[src/linear_probe_hash_table_macros.svh]
// Assertion macros shared by the hash table RTL.
`ifndef LINEAR_PROBE_HASH_TABLE_MACROS_SVH
`define LINEAR_PROBE_HASH_TABLE_MACROS_SVH

// Same-cycle implication, disabled during reset.
`define LPHT_ASSERT_NOW(name, clk, rst, ante, cons, msg) \
   name: assert property (@(posedge clk) disable iff (rst) (ante) |-> (cons)) else $error(msg);

// Next-cycle implication, disabled during reset.
`define LPHT_ASSERT_NEXT(name, clk, rst, ante, cons, msg) \
   name: assert property (@(posedge clk) disable iff (rst) (ante) |=> (cons)) else $error(msg);

`endif

[src/lpht_pkg.sv]
// Types, constants and field layout for the linear-probe hash table.
package lpht_pkg;

   // Table geometry; TABLE_DEPTH must be a power of two (home slot is a mask).
   localparam int TABLE_DEPTH = 1024;
   localparam int KEY_BYTES   = 8;
   localparam int VALUE_BITS  = 64;

   localparam int IDX_BITS = (TABLE_DEPTH > 1) ? $clog2(TABLE_DEPTH) : 1;
   localparam int KEY_W    = 8 * KEY_BYTES;
   localparam int HASH_W   = 32;

   localparam logic [IDX_BITS-1:0] IDX_LAST = IDX_BITS'(TABLE_DEPTH - 1);

   // FNV-1a constants
   localparam logic [HASH_W-1:0] FNV_BASIS = 32'h811C_9DC5;
   localparam logic [HASH_W-1:0] FNV_PRIME = 32'd16777619;

   // Stream field layout, lowest bit first
   localparam int CMD_W       = 2;
   localparam int KEY_FIELD_W = 64;
   localparam int VAL_FIELD_W = 64;
   localparam int STATUS_W    = 2;

   localparam int REQ_CMD_LSB = 0;
   localparam int REQ_KEY_LSB = REQ_CMD_LSB + CMD_W;
   localparam int REQ_VAL_LSB = REQ_KEY_LSB + KEY_FIELD_W;
   localparam int REQ_BITS    = REQ_VAL_LSB + VAL_FIELD_W;
   localparam int REQ_TDATA_W = ((REQ_BITS + 7) / 8) * 8;

   localparam int RSP_BITS    = STATUS_W + VAL_FIELD_W;
   localparam int RSP_TDATA_W = ((RSP_BITS + 7) / 8) * 8;
   localparam int RSP_PAD_W   = RSP_TDATA_W - RSP_BITS;

   typedef enum logic [CMD_W-1:0] {
      CMD_SET = 2'd0,
      CMD_GET = 2'd1,
      CMD_DEL = 2'd2,
      CMD_NOP = 2'd3
   } cmd_type;

   typedef enum logic [STATUS_W-1:0] {
      STATUS_OK   = 2'd0,
      STATUS_MISS = 2'd1,
      STATUS_FULL = 2'd2
   } status_type;

   typedef enum logic [2:0] {
      ST_CLEAR,
      ST_IDLE,
      ST_HASH,
      ST_CHECK,
      ST_RESP
   } state_type;

   // One table entry
   typedef struct packed {
      logic                  used;
      logic [KEY_W-1:0]      key;
      logic [VALUE_BITS-1:0] value;
   } slot_type;

   // Slot RAM write port
   typedef struct packed {
      logic                en;
      logic [IDX_BITS-1:0] addr;
      slot_type            data;
   } ram_wr_type;

   // Hash unit result
   typedef struct packed {
      logic              done;
      logic [HASH_W-1:0] hash;
      logic [KEY_W-1:0]  key;
   } hash_res_type;

endpackage

[src/lpht_hash.sv]
// Byte-serial FNV-1a hash unit with key normalization, one multiply per beat byte.
`include "linear_probe_hash_table_macros.svh"

module lpht_hash
   import lpht_pkg::*;
(
   input  logic             clock,
   input  logic             reset,
   input  logic             start,
   input  logic [KEY_W-1:0] raw_key,
   output hash_res_type     res
);

   logic                  busy_ff,  busy_in;
   logic [KEY_BYTES-1:0]  ptr_ff,   ptr_in;
   logic [KEY_W-1:0]      sh_ff,    sh_in;
   logic [KEY_W-1:0]      k_ff,     k_in;
   logic [HASH_W-1:0]     h_ff,     h_in;
   logic [7:0]            byte_w;
   logic                  stop;

   // current byte; the key ends at a zero byte or after the last byte
   assign byte_w = sh_ff[7:0];
   assign stop   = (ptr_ff == '0) || (byte_w == 8'd0);

   assign res.done = busy_ff && stop;
   assign res.hash = h_ff;
   assign res.key  = k_ff;

   // step logic
   always_comb begin
      busy_in = busy_ff;
      ptr_in  = ptr_ff;
      sh_in   = sh_ff;
      k_in    = k_ff;
      h_in    = h_ff;
      if (start) begin
         busy_in = 1'b1;
         ptr_in  = KEY_BYTES'(1);
         sh_in   = raw_key;
         k_in    = '0;
         h_in    = FNV_BASIS;
      end else if (busy_ff) begin
         if (stop) begin
            busy_in = 1'b0;
         end else begin
            h_in   = HASH_W'((h_ff ^ {24'd0, byte_w}) * FNV_PRIME);
            sh_in  = sh_ff >> 8;
            ptr_in = ptr_ff << 1;
            for (int j = 0; j < KEY_BYTES; j++) begin
               if (ptr_ff[j]) begin
                  k_in[8*j +: 8] = byte_w;
               end
            end
         end
      end
   end

   always_ff @(posedge clock) begin
      if (reset) begin
         busy_ff <= 1'b0;
      end else begin
         busy_ff <= busy_in;
      end
      ptr_ff <= ptr_in;
      sh_ff  <= sh_in;
      k_ff   <= k_in;
      h_ff   <= h_in;
   end

   `LPHT_ASSERT_NOW(a_ptr_onehot, clock, reset, busy_ff, $onehot0(ptr_ff), "hash byte pointer not one-hot")
   `LPHT_ASSERT_NEXT(a_done_idle, clock, reset, res.done && !start, !busy_ff, "hash unit still busy after done")
   `LPHT_ASSERT_NEXT(a_start_busy, clock, reset, start, busy_ff && (ptr_ff == KEY_BYTES'(1)), "hash start lost")

endmodule

[config.mk]
export PLATFORM = sky130hd
export DESIGN_NAME = lpht_hash
export DESIGN_NICKNAME = d
export VERILOG_FILES = /design/src/lpht_pkg.sv /design/src/lpht_hash.sv
export VERILOG_INCLUDE_DIRS = /design/src /design/src/src
export SDC_FILE = /design/constraint.sdc
export NUM_CORES = 1
export LEC_CHECK = 0
export ABC_CLOCK_PERIOD_IN_PS = 5600
export BUFFER_PORTS_ARGS = -buffer_cell sky130_fd_sc_hd__buf_2
export CELL_PAD_IN_SITES_DETAIL_PLACEMENT = 1
export CELL_PAD_IN_SITES_GLOBAL_PLACEMENT = 2
export CORE_MARGIN = 8
export CORE_UTILIZATION = 34
export CTS_CLUSTER_DIAMETER = 30
export DETAILED_ROUTE_END_ITERATION = 6
export HOLD_SLACK_MARGIN = 0.1
export PLACE_DENSITY_LB_ADDON = 0.1
export SLEW_MARGIN = 40
export SYNTH_ARGS = -nofsm -noshare
export SYNTH_HDL_FRONTEND = slang
export SYNTH_SLANG_ARGS = --single-unit
[constraint.sdc]
create_clock -name clock -period 5.6 [get_ports clock]
set_input_delay 1.68 -clock clock [delete_from_list [all_inputs] [get_ports clock]]
set_output_delay 1.68 -clock clock [all_outputs]
set_load 0.02 [all_outputs]
==> flow_metrics.py <==
metrics = {
    "outcome": {
        "status": "finished clean",
    },
    "setup_path": {
        "worst-r2r-setup-slack_ns": 0.18,
        "rr_startpoint": "sh_ff[6]$_DFFE_PP_",
        "cp_data_required_time_ns": 5.96,
        "worst_setup_path_end_kind": "register",
        "worstSetupPathType": "register to register",
        "crit_slowest_cell": "fa_1",
        "rr_worst_depth": 18,
        "reg2reg_to": "h_ff[31]$_SDFFE_PP1P_",
        "cpPeakStageDelay_ns": 0.47,
        "crit_start": "sh_ff[6]$_DFFE_PP_",
        "cp-start-kind": "register",
        "crit_fanout": 4,
        "crit_chain": "xor2_1 > ha_1 > ha_1 > fa_1 > ha_1 > fa_1 > ha_1 > inv_1 > fa_1 > inv_1 > ha_1 > o21ai_1 > a2111o_1 > o21ai_2 > o21ai_2 > a31o_1 > and3_1 > o31ai_1",
        "crit_end": "h_ff[31]$_SDFFE_PP1P_",
        "crit_arrival_ns": 5.78,
        "critPathMostFrequentCell": "ha_1",
    },
    "floorplan": {
        "core_um2": 35300,
        "die_h_um": 205,
        "num_rows": 69,
        "initial_core_util_pct": 34.2,
        "ioPinCount": 164,
        "die_w_um": 205,
        "dieArea_um2": 41900,
    },
    "placement": {
        "gp_congestion": 0.786,
        "dp.cells": 1830,
        "hpwl_mm": 29.2,
        "io_buffers": 163,
        "dpl_cell_area_um2": 13700,
    },
    "routing": {
        "wl_mm": 37.4,
        "num_vias": 9145,
        "drtIter0Drc": 384,
        "dr.pass1.iters": 4,
        "drtAntennaViolNets": 0,
        "routedWlPerCell_um": 20.1,
        "drc": 0,
        "via_per_inst": 4.91,
    },
    "clock_network": {
        "cts_root_buffer": "clkbuf_16",
        "cts_sinks": 169,
        "clk_latency_ns": 0.46,
        "cts_htree_levels": 4,
        "clockBufferDepth": 2,
        "cts_tree": "done",
        "path_clk_slew_ns": 0.08,
        "cts_buffers": 17,
    },
    "sta": {
        "fmax_ghz": 0.185,
        "post-route-period-util_pct": 96.7,
        "tightest_slew_ns": 0.828,
        "slew_headroom_pct": 44.8,
        "hold_viol": 0,
        "clock_skew_ns": 0.0117,
        "setup_viol": 0,
        "drv_slew": 0,
        "fin_crit_ns": 5.42,
    },
    "global_route": {
        "grt_pass1_vias": 9907,
        "overflow": 0,
        "grt_pass1_wl_mm": 58.1,
        "grt_max_degree": 73,
        "grt_usage_pct": 18.1,
        "antenna_found_initial": 2,
    },
    "synth": {
        "synthFlopType": "dfxtp_1",
        "synth_edf_count": 64,
        "synth_top_area_share_pct": 19.0,
        "syn_inst": 1212,
        "synth_top_cell_by_area": "ha_1",
        "synth_nets": 1537,
        "synth_seq_cells": 169,
        "synthTopCellsByArea": "ha_1 19%, dfxtp_1 17%, edfxtp_1 16%",
        "yosysMostFrequentCell": "ha_1",
        "synth.distinct_cells": 59,
        "syn-cell-area_um2": 12100,
        "ys_seq_area_share_pct": 33.3,
        "async_reset_ff_share_pct": 0,
        "avgSynthCellArea_um2": 9.98,
        "synth_common_cells": "184 x ha_1, 170 x inv_1, 128 x nand2_1",
        "ys.warnings.count": 0,
    },
    "layout": {
        "area_growth_pct": 18.7,
        "drive_above_1_share_pct": 23.0,
        "instances_no_fill": 1864,
        "design_area_um2": 14400,
        "utilization_pct": 40.7,
        "final_nets": 1714,
    },
    "flow_run": {
        "maxCapViolCount": 0,
    },
    "worst_hold_path": {
        "holdCritPathClass": "register to register",
    },
}
[cells in the final DEF (no fill, tap or decap), types with 3 or more instances in the layout]
cell type   count
o21ai_0         8
and2_1         12
o211ai_1        9
fa_1           74
mux2_2         56
inv_6           5
edfxtp_1       64
o21ai_1        11
inv_1         170
nor4b_1         4
clkinvlp_4      3
nor2_1          9
o21ai_2         4
or3_1           3
nor4_1          4
nand2_1       127
a21o_1         14
ha_1          183
dfxtp_1       105
a21boi_1        3
buf_4          48
nand3_1        75
o31ai_1         3
clkinv_1        3
nor3_1          3
and3_1          7
xor2_2          4
a211oi_1        4
a21oi_1       107
buf_6           3
clkbuf_16      18
a31oi_1         7
xnor2_1        23
o21a_1          5
buf_2         162
xor2_1         21
[layer usage]
layer | global-route usage [%] | vias to the layer above | share of wire [%]
li1 | - | 4474 | -
met5 | 0 | - | 0.032
met3 | 3.73 | 23 | 4.3
met1 | 24.8 | 4519 | 48
met2 | 29.0 | 127 | 46
met4 | 3.93 | 2 | 0.98
[cell type report]
cell class / instances / area (um2)
diodes: 1 / 2.50
clock buffers: 19 / 454
clock inverters: 13 / 139
fillers: 4028 / 21000
inverters: 171 / 642
multi-input cells: 817 / 7310
flip-flops and latches: 169 / 4020
well taps: 461 / 577
repair buffers: 213 / 1200
[critical path, delay by kind of cell, from the launching register on]
kind	cells	cell delay, ns
adders and majority gates	8	2.87
AOI/OAI and AO/OA	6	1.34
DFF	1	0.45
xor gates and xnor gates	1	0.41
and+or+nand+nor	1	0.18
buffers and inverters	2	0.09
[worst min-delay path by stage]
stage	start	end	depth (start not counted)
floorplan	sh_ff[63]$_SDFFCE_PN0P_	sh_ff[55]$_DFFE_PP_	1
detailed placement	k_ff[44]$_SDFFE_PP0P_	k_ff[44]$_SDFFE_PP0P_	2
global route	k_ff[60]$_SDFFE_PP0P_	k_ff[60]$_SDFFE_PP0P_	2
finish	k_ff[44]$_SDFFE_PP0P_	k_ff[44]$_SDFFE_PP0P_	2
CTS	k_ff[44]$_SDFFE_PP0P_	k_ff[44]$_SDFFE_PP0P_	2
global placement	k_ff[41]$_SDFFE_PP0P_	k_ff[41]$_SDFFE_PP0P_	2
[logic make-up after synthesis]
group                    share of synthesized area (%)
flip-flops                                        33.3
XOR/XNOR                                          3.55
multiplexers                                      5.38
AND/OR/NAND/NOR                                   9.74
adder cells (fa/ha/maj)                           31.3
buffers and inverters                             7.04
AO/OA/AOI/OAI                                     9.73
[metrics by stage]
stage | worst slack, ns | hold WS (ns) | TNS, ns
floorplan | 0.283 | 0.525 | 0
global placement | 0.0717 | 0.438 | 0
detailed placement | 0.0611 | 0.445 | 0
CTS | 0.0121 | 0.455 | 0
global route | -0.0127 | 0.466 | -0.0257
finish | 0.183 | 0.453 | 0
[sequential cells by signal, indices dropped and copies added (netlist names)]
| name | flops |
|---|---|
| busy_ff | 1 |
| sh_ff | 64 |
| h_ff | 32 |
| ptr_ff | 8 |
| k_ff | 64 |
[repair_timing]
item / in CTS / in global routing
gates resized for setup: 0 / 17
setup buffers: 0 / 1
hold buffers: 0 / 0
setup endpoints to repair: 0 / 13
Power is not shown: default switching activity piles up to over one toggle a cycle in this logic, so the estimate is an artifact.
